===== config.mk =====
export PLATFORM = sky130hd
export DESIGN_NAME = modular_exponentiation_top_flat
export DESIGN_NICKNAME = d
export VERILOG_FILES = /design/src/mexp_pkg.sv /design/src/mexp_if.sv /design/src/modular_exponentiation_top.sv /design/src/mexp_cell.sv /design/src/mexp_mul_row.sv /design/src/flat_wrapper.sv
export SDC_FILE = /design/constraint.sdc
export NUM_CORES = 1
export LEC_CHECK = 0
export BUFFER_PORTS_ARGS = -buffer_cell sky130_fd_sc_hd__buf_2
export CAP_MARGIN = 20
export CORE_MARGIN = 8
export CORE_UTILIZATION = 40
export CTS_CLUSTER_DIAMETER = 100
export DETAILED_ROUTE_END_ITERATION = 8
export SLEW_MARGIN = 10
export SYNTH_ARGS = -nofsm -noshare
export SYNTH_HDL_FRONTEND = slang
export SYNTH_SLANG_ARGS = --single-unit

===== constraint.sdc =====
create_clock -name clk -period 26.2 [get_ports clk]
set_input_delay 6.55 -clock clk [delete_from_list [all_inputs] [get_ports clk]]
set_output_delay 6.55 -clock clk [all_outputs]
set_load 0.01 [all_outputs]

===== src/mexp_pkg.sv =====
// ----------------------------------------------------------------------------
// mexp_pkg
// Shared types for the modular exponentiation block: sequencer states,
// multiplication kinds and the control word of the multiplier cell row.
// ----------------------------------------------------------------------------
package mexp_pkg;

  typedef enum logic [1:0] {
    S_IDLE,
    S_MUL,
    S_WB,
    S_DONE
  } mexp_state_t;

  typedef enum logic [1:0] {
    OP_REDUCE,
    OP_ACC,
    OP_SQ
  } mexp_op_t;

  typedef struct packed {
    logic clear;
    logic step;
    logic add_en;
  } mexp_cell_ctl_t;

endpackage


===== src/mexp_if.sv =====
// ----------------------------------------------------------------------------
// mexp channel interfaces
// Valid/ready channels for the operand items and the result items.
// ----------------------------------------------------------------------------
interface mexp_in_if #(parameter int WIDTH = 32);
  logic             valid;
  logic             ready;
  logic [WIDTH-1:0] base;
  logic [WIDTH-1:0] exponent;
  logic [WIDTH-1:0] modulus;

  modport source (output valid, base, exponent, modulus, input ready);
  modport sink   (input valid, base, exponent, modulus, output ready);
endinterface

interface mexp_out_if #(parameter int WIDTH = 32);
  logic             valid;
  logic             ready;
  logic [WIDTH-1:0] power_mod;
  logic             mod_zero_error;

  modport source (output valid, power_mod, mod_zero_error, input ready);
  modport sink   (input valid, power_mod, mod_zero_error, output ready);
endinterface


===== src/modular_exponentiation_top.sv =====
// ----------------------------------------------------------------------------
// modular_exponentiation_top
// Computes base^exponent mod modulus by right-to-left square-and-multiply.
// ----------------------------------------------------------------------------
// One item at a time. Every modular product runs through a row of WIDTH
// bit cells, one multiplier bit per cycle, followed by a write-back state.
// A zero modulus returns the error result in the cycle after the item is
// taken. The next item is taken once the result has been transferred.
module modular_exponentiation_top #(
  parameter int WIDTH = 32
) (
  input  logic clk,
  input  logic rst_n,
  mexp_in_if.sink    in_ch,
  mexp_out_if.source out_ch
);
  import mexp_pkg::*;

  localparam int CW = $clog2(WIDTH + 1);
  localparam int BW = (WIDTH > 1) ? $clog2(WIDTH) : 1;

  mexp_state_t      state_r, state_nxt;
  mexp_op_t         op_r, op_nxt;
  logic [WIDTH-1:0] x_r, x_nxt, y_r, y_nxt, m_r, m_nxt;
  logic [WIDTH-1:0] acc_r, acc_nxt, sq_r, sq_nxt, e_r, e_nxt;
  logic [CW-1:0]    step_cnt_r, step_cnt_nxt;
  logic [BW-1:0]    bit_cnt_r, bit_cnt_nxt;
  logic             out_valid_r, out_valid_nxt;
  logic [WIDTH-1:0] power_mod_r, power_mod_nxt;
  logic             err_r, err_nxt;
  mexp_cell_ctl_t   ctl;
  logic [WIDTH-1:0] prod;
  logic             in_xfer;

  mexp_mul_row #(.WIDTH(WIDTH)) u_row (
    .clk  (clk),
    .ctl  (ctl),
    .x    (x_r),
    .m    (m_r),
    .prod (prod)
  );

  assign in_ch.ready           = (state_r == S_IDLE);
  assign in_xfer               = in_ch.valid && in_ch.ready;
  assign out_ch.valid          = out_valid_r;
  assign out_ch.power_mod      = power_mod_r;
  assign out_ch.mod_zero_error = err_r;

  always_ff @(posedge clk) begin
    if (!rst_n) begin
      state_r     <= S_IDLE;
      out_valid_r <= 1'b0;
      op_r        <= OP_REDUCE;
      step_cnt_r  <= '0;
      bit_cnt_r   <= '0;
    end else begin
      state_r     <= state_nxt;
      out_valid_r <= out_valid_nxt;
      op_r        <= op_nxt;
      step_cnt_r  <= step_cnt_nxt;
      bit_cnt_r   <= bit_cnt_nxt;
    end
  end

  always_ff @(posedge clk) begin
    x_r         <= x_nxt;
    y_r         <= y_nxt;
    m_r         <= m_nxt;
    acc_r       <= acc_nxt;
    sq_r        <= sq_nxt;
    e_r         <= e_nxt;
    power_mod_r <= power_mod_nxt;
    err_r       <= err_nxt;
  end

  always_comb begin
    state_nxt     = state_r;
    op_nxt        = op_r;
    x_nxt         = x_r;
    y_nxt         = y_r;
    m_nxt         = m_r;
    acc_nxt       = acc_r;
    sq_nxt        = sq_r;
    e_nxt         = e_r;
    step_cnt_nxt  = step_cnt_r;
    bit_cnt_nxt   = bit_cnt_r;
    out_valid_nxt = out_valid_r;
    power_mod_nxt = power_mod_r;
    err_nxt       = err_r;
    ctl           = '0;

    unique case (state_r)
      S_IDLE: begin
        if (in_xfer) begin
          m_nxt = in_ch.modulus;
          if (in_ch.modulus == '0) begin
            power_mod_nxt = '0;
            err_nxt       = 1'b1;
            out_valid_nxt = 1'b1;
            state_nxt     = S_DONE;
          end else begin
            x_nxt        = {{(WIDTH-1){1'b0}}, 1'b1};
            y_nxt        = in_ch.base;
            acc_nxt      = {{(WIDTH-1){1'b0}}, (in_ch.modulus != WIDTH'(1))};
            e_nxt        = in_ch.exponent;
            op_nxt       = OP_REDUCE;
            bit_cnt_nxt  = '0;
            step_cnt_nxt = CW'(WIDTH);
            ctl.clear    = 1'b1;
            state_nxt    = S_MUL;
          end
        end
      end
      S_MUL: begin
        ctl.step     = 1'b1;
        ctl.add_en   = y_r[WIDTH-1];
        y_nxt        = {y_r[WIDTH-2:0], 1'b0};
        step_cnt_nxt = step_cnt_r - CW'(1);
        if (step_cnt_r == CW'(1)) begin
          state_nxt = S_WB;
        end
      end
      S_WB: begin
        case (op_r)
          OP_ACC:  acc_nxt = prod;
          default: sq_nxt  = prod;
        endcase
        if (op_r == OP_ACC) begin
          op_nxt = OP_SQ;
        end else if (op_r == OP_SQ) begin
          e_nxt       = {1'b0, e_r[WIDTH-1:1]};
          bit_cnt_nxt = bit_cnt_r + BW'(1);
          op_nxt      = e_r[1] ? OP_ACC : OP_SQ;
        end else begin
          op_nxt = e_r[0] ? OP_ACC : OP_SQ;
        end
        if (op_r == OP_SQ && bit_cnt_r == BW'(WIDTH - 1)) begin
          power_mod_nxt = acc_r;
          err_nxt       = 1'b0;
          out_valid_nxt = 1'b1;
          state_nxt     = S_DONE;
        end else begin
          x_nxt        = (op_nxt == OP_ACC) ? acc_nxt : sq_nxt;
          y_nxt        = sq_nxt;
          step_cnt_nxt = CW'(WIDTH);
          ctl.clear    = 1'b1;
          state_nxt    = S_MUL;
        end
      end
      S_DONE: begin
        if (out_ch.ready) begin
          out_valid_nxt = 1'b0;
          state_nxt     = S_IDLE;
        end
      end
      default: state_nxt = S_IDLE;
    endcase
  end

  a_err_zero: assert property (@(posedge clk) disable iff (!rst_n)
    out_valid_r && err_r |-> power_mod_r == '0)
    else $error("error result carries a non-zero value");

  a_zero_mod: assert property (@(posedge clk) disable iff (!rst_n)
    in_xfer && in_ch.modulus == '0 |=> out_valid_r && err_r)
    else $error("zero modulus did not give the error result");

  a_prod_range: assert property (@(posedge clk) disable iff (!rst_n)
    state_r == S_WB |-> prod < m_r)
    else $error("modular product not below modulus");

  a_valid_state: assert property (@(posedge clk) disable iff (!rst_n)
    out_valid_r |-> state_r == S_DONE)
    else $error("result shown outside the done state");

endmodule


===== src/mexp_cell.sv =====
// ----------------------------------------------------------------------------
// mexp_cell
// One bit slice of the interleaved modular multiplier: holds one accumulator
// bit, takes the doubled bit from its lower neighbour and ripples the borrow
// and carry of the conditional subtract and add stages to its upper one.
// ----------------------------------------------------------------------------
module mexp_cell (
  input  logic                    clk,
  input  mexp_pkg::mexp_cell_ctl_t ctl,
  input  logic                    dbl_in,
  input  logic                    m_bit,
  input  logic                    x_bit,
  input  logic                    sel_dbl,
  input  logic                    sel_add,
  input  logic                    b1_in,
  input  logic                    c2_in,
  input  logic                    b3_in,
  output logic                    b1_out,
  output logic                    c2_out,
  output logic                    b3_out,
  output logic                    acc_bit
);
  import mexp_pkg::*;

  logic acc_r;
  logic acc_nxt;
  logic t1, r, u, v;

  always_comb begin
    t1      = dbl_in ^ m_bit ^ b1_in;
    b1_out  = (~dbl_in & m_bit) | (~(dbl_in ^ m_bit) & b1_in);
    r       = sel_dbl ? t1 : dbl_in;
    u       = r ^ x_bit ^ c2_in;
    c2_out  = (r & x_bit) | (c2_in & (r ^ x_bit));
    v       = u ^ m_bit ^ b3_in;
    b3_out  = (~u & m_bit) | (~(u ^ m_bit) & b3_in);
    acc_nxt = sel_add ? v : u;
  end

  always_ff @(posedge clk) begin
    if (ctl.clear) begin
      acc_r <= 1'b0;
    end else if (ctl.step) begin
      acc_r <= acc_nxt;
    end
  end

  assign acc_bit = acc_r;

endmodule


===== src/mexp_mul_row.sv =====
// ----------------------------------------------------------------------------
// mexp_mul_row
// Row of WIDTH cells forming a shift-and-add modular multiplier: each step
// doubles the accumulator mod m, then adds x mod m when the multiplier bit
// is set.
// ----------------------------------------------------------------------------
module mexp_mul_row #(
  parameter int WIDTH = 32
) (
  input  logic                     clk,
  input  mexp_pkg::mexp_cell_ctl_t ctl,
  input  logic [WIDTH-1:0]         x,
  input  logic [WIDTH-1:0]         m,
  output logic [WIDTH-1:0]         prod
);
  import mexp_pkg::*;

  logic [WIDTH-1:0] acc;
  logic [WIDTH-1:0] dbl;
  logic [WIDTH-1:0] xg;
  logic [WIDTH:0]   b1, c2, b3;
  logic             sel_dbl, sel_add;

  assign dbl     = {acc[WIDTH-2:0], 1'b0};
  assign xg      = ctl.add_en ? x : '0;
  assign b1[0]   = 1'b0;
  assign c2[0]   = 1'b0;
  assign b3[0]   = 1'b0;
  assign sel_dbl = acc[WIDTH-1] | ~b1[WIDTH];
  assign sel_add = c2[WIDTH] | ~b3[WIDTH];

  for (genvar i = 0; i < WIDTH; i++) begin : g_cell
    mexp_cell u_cell (
      .clk     (clk),
      .ctl     (ctl),
      .dbl_in  (dbl[i]),
      .m_bit   (m[i]),
      .x_bit   (xg[i]),
      .sel_dbl (sel_dbl),
      .sel_add (sel_add),
      .b1_in   (b1[i]),
      .c2_in   (c2[i]),
      .b3_in   (b3[i]),
      .b1_out  (b1[i+1]),
      .c2_out  (c2[i+1]),
      .b3_out  (b3[i+1]),
      .acc_bit (acc[i])
    );
  end

  assign prod = acc;

endmodule

===== src/flat_wrapper.sv =====
// flat-port wrapper written by rule: the top's interface ports become plain ports
module modular_exponentiation_top_flat import mexp_pkg::*;
#(
  parameter int WIDTH = 32
)
  (clk, rst_n, in_ch_valid, in_ch_base, in_ch_exponent, in_ch_modulus, in_ch_ready, out_ch_valid, out_ch_power_mod, out_ch_mod_zero_error, out_ch_ready);
  mexp_in_if #(.WIDTH(WIDTH)) in_ch_i ();
  mexp_out_if #(.WIDTH(WIDTH)) out_ch_i ();
  input  logic clk;
  input  logic rst_n;
  input wire logic [$bits(in_ch_i.valid)-1:0] in_ch_valid;
  input wire logic [$bits(in_ch_i.base)-1:0] in_ch_base;
  input wire logic [$bits(in_ch_i.exponent)-1:0] in_ch_exponent;
  input wire logic [$bits(in_ch_i.modulus)-1:0] in_ch_modulus;
  output wire logic [$bits(in_ch_i.ready)-1:0] in_ch_ready;
  output wire logic [$bits(out_ch_i.valid)-1:0] out_ch_valid;
  output wire logic [$bits(out_ch_i.power_mod)-1:0] out_ch_power_mod;
  output wire logic [$bits(out_ch_i.mod_zero_error)-1:0] out_ch_mod_zero_error;
  input wire logic [$bits(out_ch_i.ready)-1:0] out_ch_ready;
  assign in_ch_i.valid = in_ch_valid;
  assign in_ch_i.base = in_ch_base;
  assign in_ch_i.exponent = in_ch_exponent;
  assign in_ch_i.modulus = in_ch_modulus;
  assign in_ch_ready = in_ch_i.ready;
  assign out_ch_valid = out_ch_i.valid;
  assign out_ch_power_mod = out_ch_i.power_mod;
  assign out_ch_mod_zero_error = out_ch_i.mod_zero_error;
  assign out_ch_i.ready = out_ch_ready;
  modular_exponentiation_top #(.WIDTH(WIDTH)) u_core (.clk(clk), .rst_n(rst_n), .in_ch(in_ch_i), .out_ch(out_ch_i));
endmodule

Word-level counts from Yosys, hierarchy flattened
Cells that the tools add are included.
{ "classes": {"add_sub_neg": 2, "n_eq_ne": 18, "n_reduce_logical": 15, "n_mux": 123, "bitwise_logic": 598} }
{ "ops": {"columns": ["op", "n"], "rows": [
  ["$mux W32", 19],
  ["$pmux W32 S2", 4],
  ["$and A1 B1 Y1", 188],
  ["$xor A1 B1 Y1", 188],
  ["$not A1 Y1", 127],
  ["$pmux W32 S3", 1],
  ["$or A1 B1 Y1", 95],
  ["$mux W1", 72],
  ["$logic_not A32 Y1", 1],
  ["$ne A32 B1 Y1 const B", 1],
  ["$mux W2", 13],
  ["$mux W5", 4],
  ["$mux W6", 3],
  ["$pmux W6 S3", 1],
  ["$ne A2 B2 Y1 const B", 6],
  ["$reduce_and A4 Y1", 3],
  ["$pmux W5 S2", 1],
  ["$reduce_and A5 Y1", 2],
  ["$pmux W2 S4", 1],
  ["$eq A2 B1 Y1 const B", 3],
  ["$eq A2 B2 Y1 const B", 3],
  ["$eq A6 B1 Y1 const B", 1],
  ["$ne A2 B1 Y1 const B", 3],
  ["$reduce_and A3 Y1", 2],
  ["other kinds (11)", 14]
]} }
{ "totals": {"inputBits": 100, "register_bits": 273} }

Depth between registers and ports, before layout
Gate-level depths: netlist (run 1).
{ "logic_depth": {"depth_word": 136, "mapped_depth": 81, "mapped_depth_nobuf": 78} }

Hierarchy
A second synthesis (run 1) with hierarchy kept.
{ "unflattened": {"hier_cells": 1326, "area_unflattened_um2": 15553.7} }
{ "modules_own_cells": {"columns": ["module", "area_each_um2", "cells_each", "n_inst", "seq_area_each_um2"], "rows": [
  ["modular_exponentiation_top", 10317.4, 732, 1, 7076.8],
  ["mexp_cell (u_core.u_row.g_cell[0].u_cell ...)", 165.2, 19, 16, 20.0],
  ["mexp_cell (u_core.u_row.g_cell[28].u_cell ...)", 142.6, 15, 12, 20.0],
  ["mexp_cell (u_core.u_row.g_cell[12].u_cell ...)", 152.6, 18, 4, 20.0],
  ["mexp_mul_row", 271.5, 38, 1, 0.0]
]} }

Worst setup path before layout (run 1)
Ideal clock, no wire load.
{ "synth_path": {"kind": "flip-flop to flip-flop", "from": "reg u_core.u_row.g_cell[0].u_cell.acc_r", "to": "reg u_core.u_row.g_cell[18].u_cell.acc_r", "path_slack_ps": -2572, "setup_ps": 88, "stages_incl_launch_ff": 77, "period_less_slack_ps": 28772, "t_required_ps": 26112, "arrival_time_ps": 28684, "cell_sequence": "dfxtp_1 > inv_1 > fa_1 > inv_1 > fa_1 > fa_1 > fa_1 > fa_1 > fa_1 > fa_1 > fa_1 > fa_1 > fa_1 > fa_1 > fa_1 > fa_1 > fa_1 > fa_1 > [... 41 more ...] > fa_1 > fa_1 > fa_1 > fa_1 > fa_1 > fa_1 > fa_1 > fa_1 > fa_1 > fa_1 > fa_1 > fa_1 > fa_1 > fa_1 > nor2b_1 > clkbuf_1 > nand2_1 > a311oi_2"} }
{ "synth_via": {"elab_chain_len": 136, "word_cells_on_any_way": 480, "classes_between": "mux: 33; bitwise: 447"} }
{ "synth_rtl": {"columns": ["element", "line_no", "rtl"], "rows": [
  ["from (decl)", "mexp_cell.sv:25", "logic acc_r;"],
  ["from (signal assigned)", "mexp_cell.sv:44", "acc_r <= acc_nxt;"],
  ["$xor A1 B1 Y1", "mexp_cell.sv:30, mexp_cell.sv:31", null],
  ["$not A1 Y1", "mexp_cell.sv:31", "b1_out = (~dbl_in & m_bit) | (~(dbl_in ^ m_bit) & b1_in);"],
  ["$and A1 B1 Y1", "mexp_cell.sv:31", null],
  ["$or A1 B1 Y1", "mexp_cell.sv:31", null],
  ["$and A1 B1 Y1", "mexp_cell.sv:31", null],
  ["$or A1 B1 Y1", "mexp_cell.sv:31", null],
  ["$and A1 B1 Y1", "mexp_cell.sv:31", null],
  ["$or A1 B1 Y1", "mexp_cell.sv:31", null],
  ["[... 120 more ...]", null, null],
  ["$xor A1 B1 Y1, or another cell as far along", "mexp_cell.sv:33", "u = r ^ x_bit ^ c2_in;"],
  ["$xor A1 B1 Y1 / $and A1 B1 Y1 (equally long branches)", "mexp_cell.sv:36", "b3_out = (~u & m_bit) | (~(u ^ m_bit) & b3_in);"],
  ["$not A1 Y1 / $or A1 B1 Y1 (equally long branches)", "mexp_cell.sv:36", null],
  ["$and A1 B1 Y1", "mexp_cell.sv:36", null],
  ["$or A1 B1 Y1", "mexp_cell.sv:36", null],
  ["$not A1 Y1", "mexp_mul_row.sv:30", "assign sel_add = c2[WIDTH] | ~b3[WIDTH];"],
  ["$or A1 B1 Y1", "mexp_mul_row.sv:30", null],
  ["$mux W1 *", "mexp_cell.sv:37", "acc_nxt = sel_add ? v : u;"],
  ["to (signal assigned)", "mexp_cell.sv:44", null],
  ["to (decl)", "mexp_cell.sv:25", null]
]} }
Mark *: on every way between the ends. The rest lies on a longest branch, timed or not.
A chain may end at the register's enable or synchronous reset.

Worst setup path after layout (run 1)
{ "layout_path": {"from": "reg u_core.m_r[0]", "to": "reg u_core.u_row.g_cell[9].u_cell.acc_r"} }
{ "layout_via": {"elab_chain_len": 134, "word_cells_on_any_way": 476, "classes_between": "mux: 33; bitwise: 443"} }
{ "layout_rtl": {"columns": ["element", "line_no", "rtl"], "rows": [
  ["from (decl)", "modular_exponentiation_top.sv:24", "logic [WIDTH-1:0] x_r, x_nxt, y_r, y_nxt, m_r, m_nxt;"],
  ["from (signal assigned)", "modular_exponentiation_top.sv:68", "m_r <= m_nxt;"],
  ["$and A1 B1 Y1", "mexp_cell.sv:31", null],
  ["$or A1 B1 Y1", "mexp_cell.sv:31", null],
  ["$and A1 B1 Y1", "mexp_cell.sv:31", null],
  ["$or A1 B1 Y1", "mexp_cell.sv:31", null],
  ["$and A1 B1 Y1", "mexp_cell.sv:31", null],
  ["$or A1 B1 Y1", "mexp_cell.sv:31", null],
  ["$and A1 B1 Y1", "mexp_cell.sv:31", null],
  ["$or A1 B1 Y1", "mexp_cell.sv:31", null],
  ["[... 118 more ...]", null, null],
  ["$xor A1 B1 Y1, or another cell as far along", "mexp_cell.sv:33", null],
  ["$xor A1 B1 Y1 / $and A1 B1 Y1 (equally long branches)", "mexp_cell.sv:36", null],
  ["$not A1 Y1 / $or A1 B1 Y1 (equally long branches)", "mexp_cell.sv:36", null],
  ["$and A1 B1 Y1", "mexp_cell.sv:36", null],
  ["$or A1 B1 Y1", "mexp_cell.sv:36", null],
  ["$not A1 Y1", "mexp_mul_row.sv:30", null],
  ["$or A1 B1 Y1", "mexp_mul_row.sv:30", null],
  ["$mux W1 *", "mexp_cell.sv:37", null],
  ["to (signal assigned)", "mexp_cell.sv:44", null],
  ["to (decl)", "mexp_cell.sv:25", null]
]} }
Marked as above.

==> summary.txt, run 1 <==
Run status
  – Status: complete, no violations

Drt
  – WL final: 37000 µm
  – # DRC: 0
  – Initial drt markers: 504
  – Routed Antenna Nets: 0
  – Total number of vias: 9799
  – Drt first pass iters: 5
  – Detailed-route wire length per cell: ~20 µm
  – Via/cell ratio: 5.25

STA
  – TNS Setup: 0 ns
  – RSZ-0062 raised after global routing: false
  – Slew @ Worst Pin: ~0.9 ns
  – Fin crit share: 97.5%
  – Final hold vios: 0
  – # setup viols final: 0
  – Clk_skew: 0.00845 ns
  – Fmax: between 30 and 40 MHz
  – Slew Viols, Final: 0
  – Worst slew margin: roughly two fifths
  – Crit path time final: between 20 and 30 ns
  – PnR worst setup slack: about 0.67 ns

Global routing
  – Overflow after GRT: 0
  – First-pass GRT wire length: 57500 µm
  – Gr usage total: 17.3%
  – Initial antenna violation count: 0
  – Number of global-route vias before repair: 10301
  – Largest net degree at the start of global routing: 88

Finish
  – Area Overhead vs Synth: 16.7%
  – Ant diodes: 0
  – Layout cell share with drive strength beyond 1: 28.3%
  – Net count reported at finish: 1581

Critical path
  – WP data required: 26.66 ns
  – CP max FO: 8
  – Critical Path Start Type: flip-flop
  – Worst Setup Path Type: reg -> reg
  – Crit path largest cell delay: between 0.4 and 0.5 ns
  – Reg2reg path depth: 75
  – Arrival time at the worst endpoint: 25.99 ns
  – Crit end category: flip-flop
  – Slowest cell on crit path: fa_2
  – CP most frequent cell: fa_2

Clocking
  – CTS clk-pin slew, worst paths: 0.06 ns
  – Num Clock Sinks: between 200 and 300
  – TritonCTS clock tree: done
  – Cts bufs inserted: 30
  – H-tree depth: 1
  – CTS root buf: clkbuf_16
  – Worst-Skew Late Latency: 0.55 ns
  – Clock buffer depth: 3

Power and ir drop
  – VDD IR max: approximately 0.087 mV
  – P per Cell Area: 134 mW/mm²
  – Leakage dissipation: 6.50 nW
  – Pwr Total: 2.29 mW

Logic synthesis
  – Ranking of synthesized cells by area: edfxtp_1 46%, fa_1 13%, nand2_1 7.2%
  – Synth Net Count: 1464
  – Synth Area in XOR/XNOR: 0%
  – Most common cell in the netlist: nand2_1
  – Post-Synth Adder-Cell Area: 13.7%
  – Post-synth EDFFs: 225
  – Top-area cell type share of the netlist area: between 40% and 50%
  – Leading area contributor after synthesis: edfxtp_1
  – Synth Area in Compound Gates: 9.57%
  – Mux cell area share after synthesis: roughly 5.2%
  – Seq cells post-synth: 273
  – Mapped cell area: 0.0146 mm²
  – Synth warn: 0
  – Syn Area/Cell: 11.6 µm²
  – Syn Inst Count: 1260
  – Ys flop type: edfxtp_1
  – Largest family of logic cells by synthesized area: simple AND/OR/NAND/NOR gates
  – Simple logic cell fraction of the synthesized area: 14.7%
  – Seq/Total Area, Yosys: roughly 53%
  – Synth top cells by count: 278 x nand2_1, 225 x edfxtp_1, 93 x fa_1
  – Async SR Flop Fraction: 0%
  – Synth cell types: 51

Floorplanning
  – Core area: around 0.036 mm²
  – # IOs: roughly 140
  – Die X: 207 µm
  – Die height: 207 µm
  – Die area: 0.0428 mm²
  – Cell Rows: 70
  – Initial Util: a little over 40%

Min path
  – Hold path depth: 2
  – Hold Path Class: reg -> reg

Placement
  – Pre-CTS worst setup slack: -0.636 ns
  – HPWL Detailed: 25600 µm
  – Placer Congestion: 0.840
  – I/O Buffers: 134

Run
  – MaxCap Viol Count: 0
==> layer usage <==
| metal | wire (µm) | track usage, % | vias to the layer above |
|---|---|---|---|
| met2 | 19600 | 32.0 | 211 |
| met4 | 1080 | 5.41 | 0 |
| met1 | 14700 | 20.3 | 4892 |
| li1 | - | - | 4637 |
| met5 | 0 | 0 | - |
| met3 | 1660 | 2.86 | 59 |
==> power breakdown <==
group / internal, mW / switching [mW]
Combinational: 0.457 / 0.674
Sequential: 0.667 / 0.0805
Clock: 0.237 / 0.171
==> state kept, by name (all words and copies together), names as in the netlist, 5 cells and up <==
register / count
u_core.x_r: 32
u_core.step_cnt_r: 6
u_core.u_row.g_cell.u_cell.acc_bit: 32
u_core.acc_r: 32
u_core.e_r: 32
u_core.bit_cnt_r: 5
u_core.out_ch.power_mod: 32
u_core.sq_r: 32
u_core.m_r: 32
u_core.y_r: 32
==> logic make-up (layout without fill, tap and decap cells) <==
| kind of cell | count (synthesis) | count (layout) |
|---|---|---|
| AOI/OAI and AO/OA | 193 | 193 |
| adders and majority gates | 104 | 104 |
| buffers and inverters | 141 | 281 |
| DFF | 273 | 273 |
| muxes | 68 | 68 |
| and+or+nand+nor | 481 | 481 |
==> cell usage in the layout, fill, tap and decap left out, types with 3 or more instances in the layout <==
cell type,count
nand3_1,34
clkinv_1,4
mux2i_1,7
nand2_1,278
edfxtp_1,225
nand3b_1,4
o21ai_0,19
fa_1,14
inv_1,55
clkinv_2,3
o211ai_1,6
or3_1,3
nor2_1,68
o21ai_1,3
and3_1,31
nor4_2,3
nor4_1,4
a22oi_1,25
buf_2,134
mux2_2,61
dfxtp_1,48
clkbuf_16,31
a311oi_1,6
ha_1,8
a21oi_1,86
and2_1,33
a31oi_1,6
nor3_1,6
a311oi_2,24
buf_4,33
clkbuf_1,13
fa_2,79
==> critical path: cells and delay by family (launching register included) <==
kind            cells  cell delay (ns)
flops               1             0.38
buf+inv             6             0.78
compound gates      2             0.34
fa+ha+maj          63            23.54
simple gates        4             0.30
==> area by class of cell <==
cell class              instances  area [µm²]
flip-flops and latches        273        7720
multi-input cells             846        6590
fillers                      3379       19200
clock buffers                  44         825
clock inverters                11         106
repair buffers                170         991
inverters                      56         210
well taps                     468         586
==> through the flow <==
stage / instances / area (µm²) / utilization [%] / hold slack [ns]
after detailed placement: 1808 / 15900 / 43.9 / 0.458
after CTS: 1868 / 17000 / 47.0 / 0.472
after global placement: 1808 / 15900 / 43.9 / 0.449
final: 1868 / 17000 / 47.0 / 0.468
after floorplan: 1260 / 14700 / - / 0.435
after global routing: 1868 / 17000 / 47.0 / 0.497
==> path summary, 6_finish.rpt <==
| check | from | end | slack, ns |
|---|---|---|---|
| worst max-delay path | u_core.m_r[0]$_DFFE_PP_ | u_core.u_row.g_cell[9].u_cell.acc_bit$_SDFFE_PP0P_ | 0.67 |
| worst min register to register | u_core.out_ch.valid$_SDFFE_PN0P_ | u_core.out_ch.valid$_SDFFE_PN0P_ | 0.47 |
| worst min-delay path | u_core.out_ch.valid$_SDFFE_PN0P_ | u_core.out_ch.valid$_SDFFE_PN0P_ | 0.47 |
| worst max register to register | u_core.m_r[0]$_DFFE_PP_ | u_core.u_row.g_cell[9].u_cell.acc_bit$_SDFFE_PP0P_ | 0.67 |
==> what timing repair did <==
action,4_1_cts,5_1_grt
gates cloned,2,0
hold buffers,0,0
endpoints found under the setup margin,32,32
setup buffers,3,1
gates resized for setup,32,6
pin swaps,23,36
Power figures use the tool's default switching activity.
==> run 2: changes to the inputs <==
- CORE_UTILIZATION: 40 -> 54
- PLACE_DENSITY: unset -> 0.76
- SKIP_CTS_REPAIR_TIMING: unset -> 1
==> run 2 against run 1 <==
Net effect: first-iteration DRC count increased by 98%; largest power group unchanged; clock skew increased by 0.014 ns; wire length decreased by 4.3%; fmax decreased by 0.16%; critical path depth is 1 higher; cell count down 7.2%; via count up 2.9%; critical endpoint is now u_core.u_row.g_cell[1].u_cell.acc_bit$_SDFFE_PP0P_; power shrank 0.40%; sequential cell count did not move; non-clock buffer count down 5.
==> summary.txt, run 2 (synthesis gave the netlist of run 1 again) <==
Run status
  – Status: complete, no violations

Drt
  – Via/cell ratio: 5.82 (+11%)
  – Drt first pass iters: 5 (unchanged)
  – Initial drt markers: 998 (+98%)
  – Total number of vias: 10087 (+2.9%)
  – # DRC: 0 (unchanged)
  – WL final: 35400 µm (-4.3%)
  – Routed Antenna Nets: 0 (unchanged)
  – Detailed-route wire length per cell: 20.4 µm (+3.1%)

Floorplanning
  – # IOs: 135 (unchanged)
  – Die X: 180 µm (-13%)
  – Die area: 0.0325 mm² (-24%)
  – Cell Rows: 60 (-14%)
  – Core area: 0.0267 mm² (-26%)
  – Die height: 180 µm (-13%)
  – Initial Util: 54.6% (+14 points)

STA
  – Clk_skew: 0.0222 ns (+0.0138 ns)
  – RSZ-0062 raised after global routing: false
  – Fin crit share: 97.6% (+0.15 points)
  – Fmax: 39.1 MHz (-0.16%)
  – Final hold vios: 0 (unchanged)
  – Worst slew margin: 33.9% (-5.8 points)
  – PnR worst setup slack: 0.626 ns (-0.0398 ns)
  – # setup viols final: 0 (unchanged)
  – Slew @ Worst Pin: 0.992 ns (+0.0874 ns)
  – Slew Viols, Final: 0 (unchanged)
  – Crit path time final: 25.57 ns (+0.0398 ns)

Clocking
  – TritonCTS clock tree: done
  – CTS root buf: clkbuf_16
  – H-tree depth: 1 (unchanged)
  – CTS clk-pin slew, worst paths: 0.06 ns (about the same)
  – Cts bufs inserted: 29 (-3.3%)
  – Num Clock Sinks: 273 (unchanged)
  – Clock buffer depth: 3 (unchanged)
  – Worst-Skew Late Latency: 0.55 ns (about the same)

Finish
  – Most common cell after layout, fill and taps aside: nand2_1
  – Net count reported at finish: 1575 (-0.38%)
  – Fillers: 2069 (-39%)
  – Area Overhead vs Synth: 15.1%
  – Layout cell share with drive strength beyond 1: 28.4% (+0.14 points)
  – Final instance area: 0.0168 mm² (-1.3%)
  – Ant diodes: 0 (unchanged)
  – Final core occ: 62.9% (+16 points)
  – Register area: 0.00772 mm² (unchanged)
  – Commonest non-fill, non-tap cells in the layout: 278 x nand2_1, 225 x edfxtp_1, 134 x buf_2, 86 x a21oi_1, 82 x fa_2
  – Multi-input gate area: 0.00660 mm² (+0.11%)

Power and ir drop
  – Seq pwr share: 32.8% (about the same)
  – Sw Pwr: 0.932 mW (+0.67%)
  – VDD IR max: 0.138 mV (+59%)
  – Leakage dissipation: 6.45 nW (-0.81%)
  – P per Cell Area: 136 mW/mm² (+0.96%)
  – Clk pwr share: 17.7% (about the same)
  – Sw Ratio: 40.9% (+0.43 points)
  – Combinational group share of total power: 49.6% (about the same)
  – P_int: 1.35 mW (-1.1%)

Global routing
  – Gr usage total: 21.3% (+4.0 points)
  – Number of global-route vias before repair: 10484 (+1.8%)
  – Overflow after GRT: 0 (unchanged)
  – Initial antenna violation count: 0 (unchanged)
  – Largest net degree at the start of global routing: 88 (unchanged)
  – First-pass GRT wire length: 56300 µm (-2.1%)

Critical path
  – Slowest cell on crit path: fa_2
  – CP max FO: 33 (+25)
  – Arrival time at the worst endpoint: 25.99 ns (about the same)
  – Crit end category: flip-flop
  – CP most frequent cell: fa_2
  – Crit path largest cell delay: 0.50 ns (+0.04 ns)
  – WP data required: 26.61 ns (-0.05 ns)
  – Worst Setup Path Type: reg -> reg
  – Critical Path Start Type: flip-flop

Placement
  – I/O Buffers: 134 (unchanged)
  – Placer Congestion: 0.860 (+2.4%)
  – Placed cell areas: 0.0157 mm² (-1.2%)
  – Pre-CTS worst setup slack: -0.737 ns (-0.101 ns)
  – HPWL Detailed: 24000 µm (-6.1%)

Min path
  – Hold Path Class: reg -> reg

Run
  – MaxCap Viol Count: 0 (unchanged)
run 2: worst max-delay path: cells and delay by family (launching register included):
| kind | cells | cell delay, ns |
|---|---|---|
| compound gates | 2 | 0.21 |
| buf+inv | 5 | 0.42 |
| flops | 1 | 0.42 |
| simple gates | 5 | 0.55 |
| fa+ha+maj | 64 | 23.79 |
run 2: per-stage QoR:
stage	std cells	power (mW)	hold slack, ns	TNS [ns]
6_report	1734	2.28	0.460	0
5_1_grt	1734	2.44	0.484	0
4_1_cts	1732	2.24	0.465	-24.54
3_5_place_dp	1679	1.83	0.456	-21.28
3_3_place_gp	1679	1.78	0.446	-10.58
2_1_floorplan	1260	1.54	0.435	0
run 2: final cells by class:
type,instances,area share (%)
Inverter,56,1.25
Clock buffer,38,4.58
Multi-Input combinational cell,846,39.3
Clock inverter,15,0.879
Tap cell,341,2.54
Sequential cell,273,45.9
Timing Repair Buffer,165,5.52
run 2: final timing paths:
check / startpoint / end / slack [ns] / cells past startpoint
max reg2reg: u_core.m_r[0]$_DFFE_PP_ / u_core.u_row.g_cell[1].u_cell.acc_bit$_SDFFE_PP0P_ / 0.63 / 76
min: u_core.step_cnt_r[4]$_SDFFE_PN0P_ / u_core.step_cnt_r[4]$_SDFFE_PN0P_ / 0.46 / 2
max: u_core.m_r[0]$_DFFE_PP_ / u_core.u_row.g_cell[1].u_cell.acc_bit$_SDFFE_PP0P_ / 0.63 / 76
min reg2reg: u_core.step_cnt_r[4]$_SDFFE_PN0P_ / u_core.step_cnt_r[4]$_SDFFE_PN0P_ / 0.46 / 2
run 2: power by group through the flow:
| stage | Clock (mW) | Combinational, mW | Sequential, mW |
|---|---|---|---|
| final | 0.403 | 1.13 | 0.746 |
| after global routing | 0.423 | 1.26 | 0.758 |
| after CTS | 0.408 | 1.09 | 0.744 |
| after detailed placement | 0 | 1.08 | 0.751 |
| after global placement | 0 | 1.04 | 0.748 |
| after floorplan | 0 | 0.812 | 0.728 |
run 2: per-layer routing:
metal / routed length (µm) / global-route usage, % / vias to the layer above
met5: 0 / 0 / -
met4: 1370 / 8.53 / 0
met3: 1990 / 3.63 / 79
met2: 18600 / 37.9 / 364
met1: 13500 / 25.5 / 5019
li1: - / - / 4625
==> run 3: changes to the inputs <==
- CELL_PAD_IN_SITES_DETAIL_PLACEMENT: unset -> 0
- CELL_PAD_IN_SITES_GLOBAL_PLACEMENT: unset -> 1
- CORE_UTILIZATION: 54 -> 48
- PLACE_DENSITY: 0.76 -> unset
- PLACE_DENSITY_LB_ADDON: unset -> 0.1
- clock period: 26.2 -> 25.4 ns (I/O delays scaled with it)
==> run 3 against run 2 <==
Net effect: the run now ends with negative setup slack left; sequential power is 3.9% higher; setup slack worse by 0.83 ns; count of clock-buffer cells in the layout is 1 lower; die area is 11% higher; core utilization is 6.2 points lower; cell count is 3.6% higher; clock skew is 0.0090 ns lower; combinational power is 9.7% higher; critical path depth is 2 lower; clock power is 9.7% higher; register-to-register slack worse by 0.83 ns; critical endpoint is now u_core.u_row.g_cell[16].u_cell.acc_bit$_SDFFE_PP0P_; largest power group unchanged.
==> summary.txt, run 3 (synthesis gave the netlist of run 1 again) <==
Placement
  – Placed cell areas: 0.0159 mm² (+1.2%)
  – I/O Buffers: 134 (unchanged)
  – Placer Congestion: 0.803 (-6.7%)
  – HPWL Detailed: 25700 µm (+6.7%)

Floorplanning
  – Die area: 0.0362 mm² (+11%)
  – # IOs: 135 (unchanged)
  – Cell Rows: 64 (+6.7%)
  – Die X: 190 µm (+5.5%)
  – Initial Util: 48.2% (-6.4 points)
  – Core area: 0.0303 mm² (+13%)
  – Die height: 190 µm (+5.5%)

Global routing
  – GR Layer Usage met3: 3.20% (-0.43 points)
  – Layer carrying the most global-route usage: met2
  – First-pass GRT wire length: 58300 µm (+3.5%)
  – Gr usage total: 20.4% (-0.90 points)
  – Overflow after GRT: 0 (unchanged)
  – Number of global-route vias before repair: 10262 (-2.1%)
  – Initial antenna violation count: 0 (unchanged)
  – Met1 Use GR: 25.5% (-0.041 points)
  – Largest net degree at the start of global routing: 88 (unchanged)
  – Met2 usage: 36.0% (-1.9 points)

STA
  – Slew Viols, Final: 0 (unchanged)
  – Fin crit share: 101% (+3.2 points)
  – Fmax: 39.1 MHz (-0.13%)
  – Worst slew margin: 35.5% (+1.6 points)
  – # setup viols final: 32 (+32)
  – Slew @ Worst Pin: 0.965 ns (-0.0266 ns)
  – Clk_skew: 0.0132 ns (-0.00902 ns)
  – Crit path time final: 25.61 ns (+0.0323 ns)
  – PnR worst setup slack: -0.206 ns (-0.832 ns)
  – RSZ-0062 raised after global routing: true
  – Final hold vios: 0 (unchanged)

Clocking
  – TritonCTS clock tree: done
  – CTS root buf: clkbuf_16
  – Cts bufs inserted: 31 (+6.9%)
  – H-tree depth: 1 (unchanged)
  – Num Clock Sinks: 273 (unchanged)
  – Worst-Skew Late Latency: 0.56 ns (about the same)
  – Clock buffer depth: 3 (unchanged)
  – CTS clk-pin slew, worst paths: 0.06 ns (about the same)

Drt
  – Detailed-route wire length per cell: 20.7 µm (+1.5%)
  – Initial drt markers: 565 (-43%)
  – Routed Antenna Nets: 0 (unchanged)
  – Via/cell ratio: 5.49 (-5.6%)
  – WL final: 37200 µm (+5.1%)
  – Drt first pass iters: 5 (unchanged)
  – Total number of vias: 9862 (-2.2%)
  – # DRC: 0 (unchanged)

Finish
  – Final core occ: 56.6% (-6.2 points)
  – Most common cell after layout, fill and taps aside: nand2_1
  – Commonest non-fill, non-tap cells in the layout: 265 x nand2_1, 225 x edfxtp_1, 134 x buf_2, 86 x a21oi_1, 85 x fa_2
  – Area Overhead vs Synth: 17.5%
  – Layout cell share with drive strength beyond 1: 30.3% (+1.9 points)
  – Ant diodes: 0 (unchanged)
  – Final instance area: 0.0171 mm² (+2.1%)
  – Net count reported at finish: 1580 (+0.32%)

Run status
  – Failing checks: negative setup slack
  – Status: finished with violations

Power and ir drop
  – P per Cell Area: 143 mW/mm² (+5.7%)
  – Leakage dissipation: 6.58 nW (+2.0%)
  – Pwr Total: 2.46 mW (+7.9%)
  – VDD IR max: 0.112 mV (-19%)

Critical path
  – CP most frequent cell: fa_2
  – Crit path largest cell delay: 0.49 ns (about the same)
  – CP max FO: 8 (-76%)
  – Arrival time at the worst endpoint: 26.06 ns (+0.07 ns)
  – Worst Setup Path Type: reg -> reg
  – Slowest cell on crit path: fa_2
  – Crit end category: flip-flop
  – WP data required: 25.86 ns (-0.75 ns)
  – Critical Path Start Type: flip-flop

Min path
  – Hold Path Class: reg -> reg

Run
  – MaxCap Viol Count: 0 (unchanged)
[run 3: cell types whose count changed in the layout (fill, tap and decap cells not counted), sizes merged]
cell	previous run	this run
clkbuf	38	39
clkinvlp	2	1
buf	165	166
bufinv	3	4
clkinv	10	15
[run 3: final timing paths]
kind | to | depth (start not counted) | slack [ns] | startpoint
max reg2reg | u_core.u_row.g_cell[16].u_cell.acc_bit$_SDFFE_PP0P_ | 74 | -0.21 | u_core.m_r[1]$_DFFE_PP_
min | u_core.bit_cnt_r[4]$_SDFFE_PN0P_ | 2 | 0.46 | u_core.bit_cnt_r[4]$_SDFFE_PN0P_
min reg2reg | u_core.bit_cnt_r[4]$_SDFFE_PN0P_ | 2 | 0.46 | u_core.bit_cnt_r[4]$_SDFFE_PN0P_
max | u_core.u_row.g_cell[16].u_cell.acc_bit$_SDFFE_PP0P_ | 74 | -0.21 | u_core.m_r[1]$_DFFE_PP_
[run 3: area by class of cell]
class / count / area (µm²)
clock buffer: 37 / 798
clock inverter: 20 / 191
fill: 2674 / 13100
inverter: 56 / 210
multi-input combinational: 846 / 6720
sequential: 273 / 7720
tap: 396 / 495
timing repair buffer: 168 / 1010
[run 3: power by group]
| group | internal (mW) | total (mW) | switching (mW) |
|---|---|---|---|
| registers | 0.688 | 0.775 | 0.0866 |
| logic | 0.503 | 1.24 | 0.738 |
| clock network | 0.262 | 0.442 | 0.180 |
| total | 1.45 | 2.46 | 1.00 |
[run 3: critical path: cells and delay by family (launching register included)]
family	cells	cell delay, ns
adders and majority gates	64	23.79
and+or+nand+nor	4	0.55
buffers and inverters	5	0.45
DFF	1	0.38
AOI/OAI and AO/OA	1	0.26
[run 3: routing by layer]
layer | vias up | routed length, µm
li1 | 4648 | -
met1 | 4927 | 15200
met2 | 220 | 19300
met3 | 67 | 1490
met4 | 0 | 1170
met5 | - | 0
[run 3: per-stage QoR]
step	hold WS [ns]	setup WS [ns]	TNS, ns	std cells
6_report	0.461	-0.206	-4.58	1796
5_1_grt	0.480	-0.857	-25.64	1796
4_1_cts	0.464	-0.580	-17.50	1791
3_5_place_dp	0.456	-0.485	-14.55	1734
3_3_place_gp	0.448	-0.250	-7.33	1733
2_1_floorplan	0.435	0.0315	0	1260
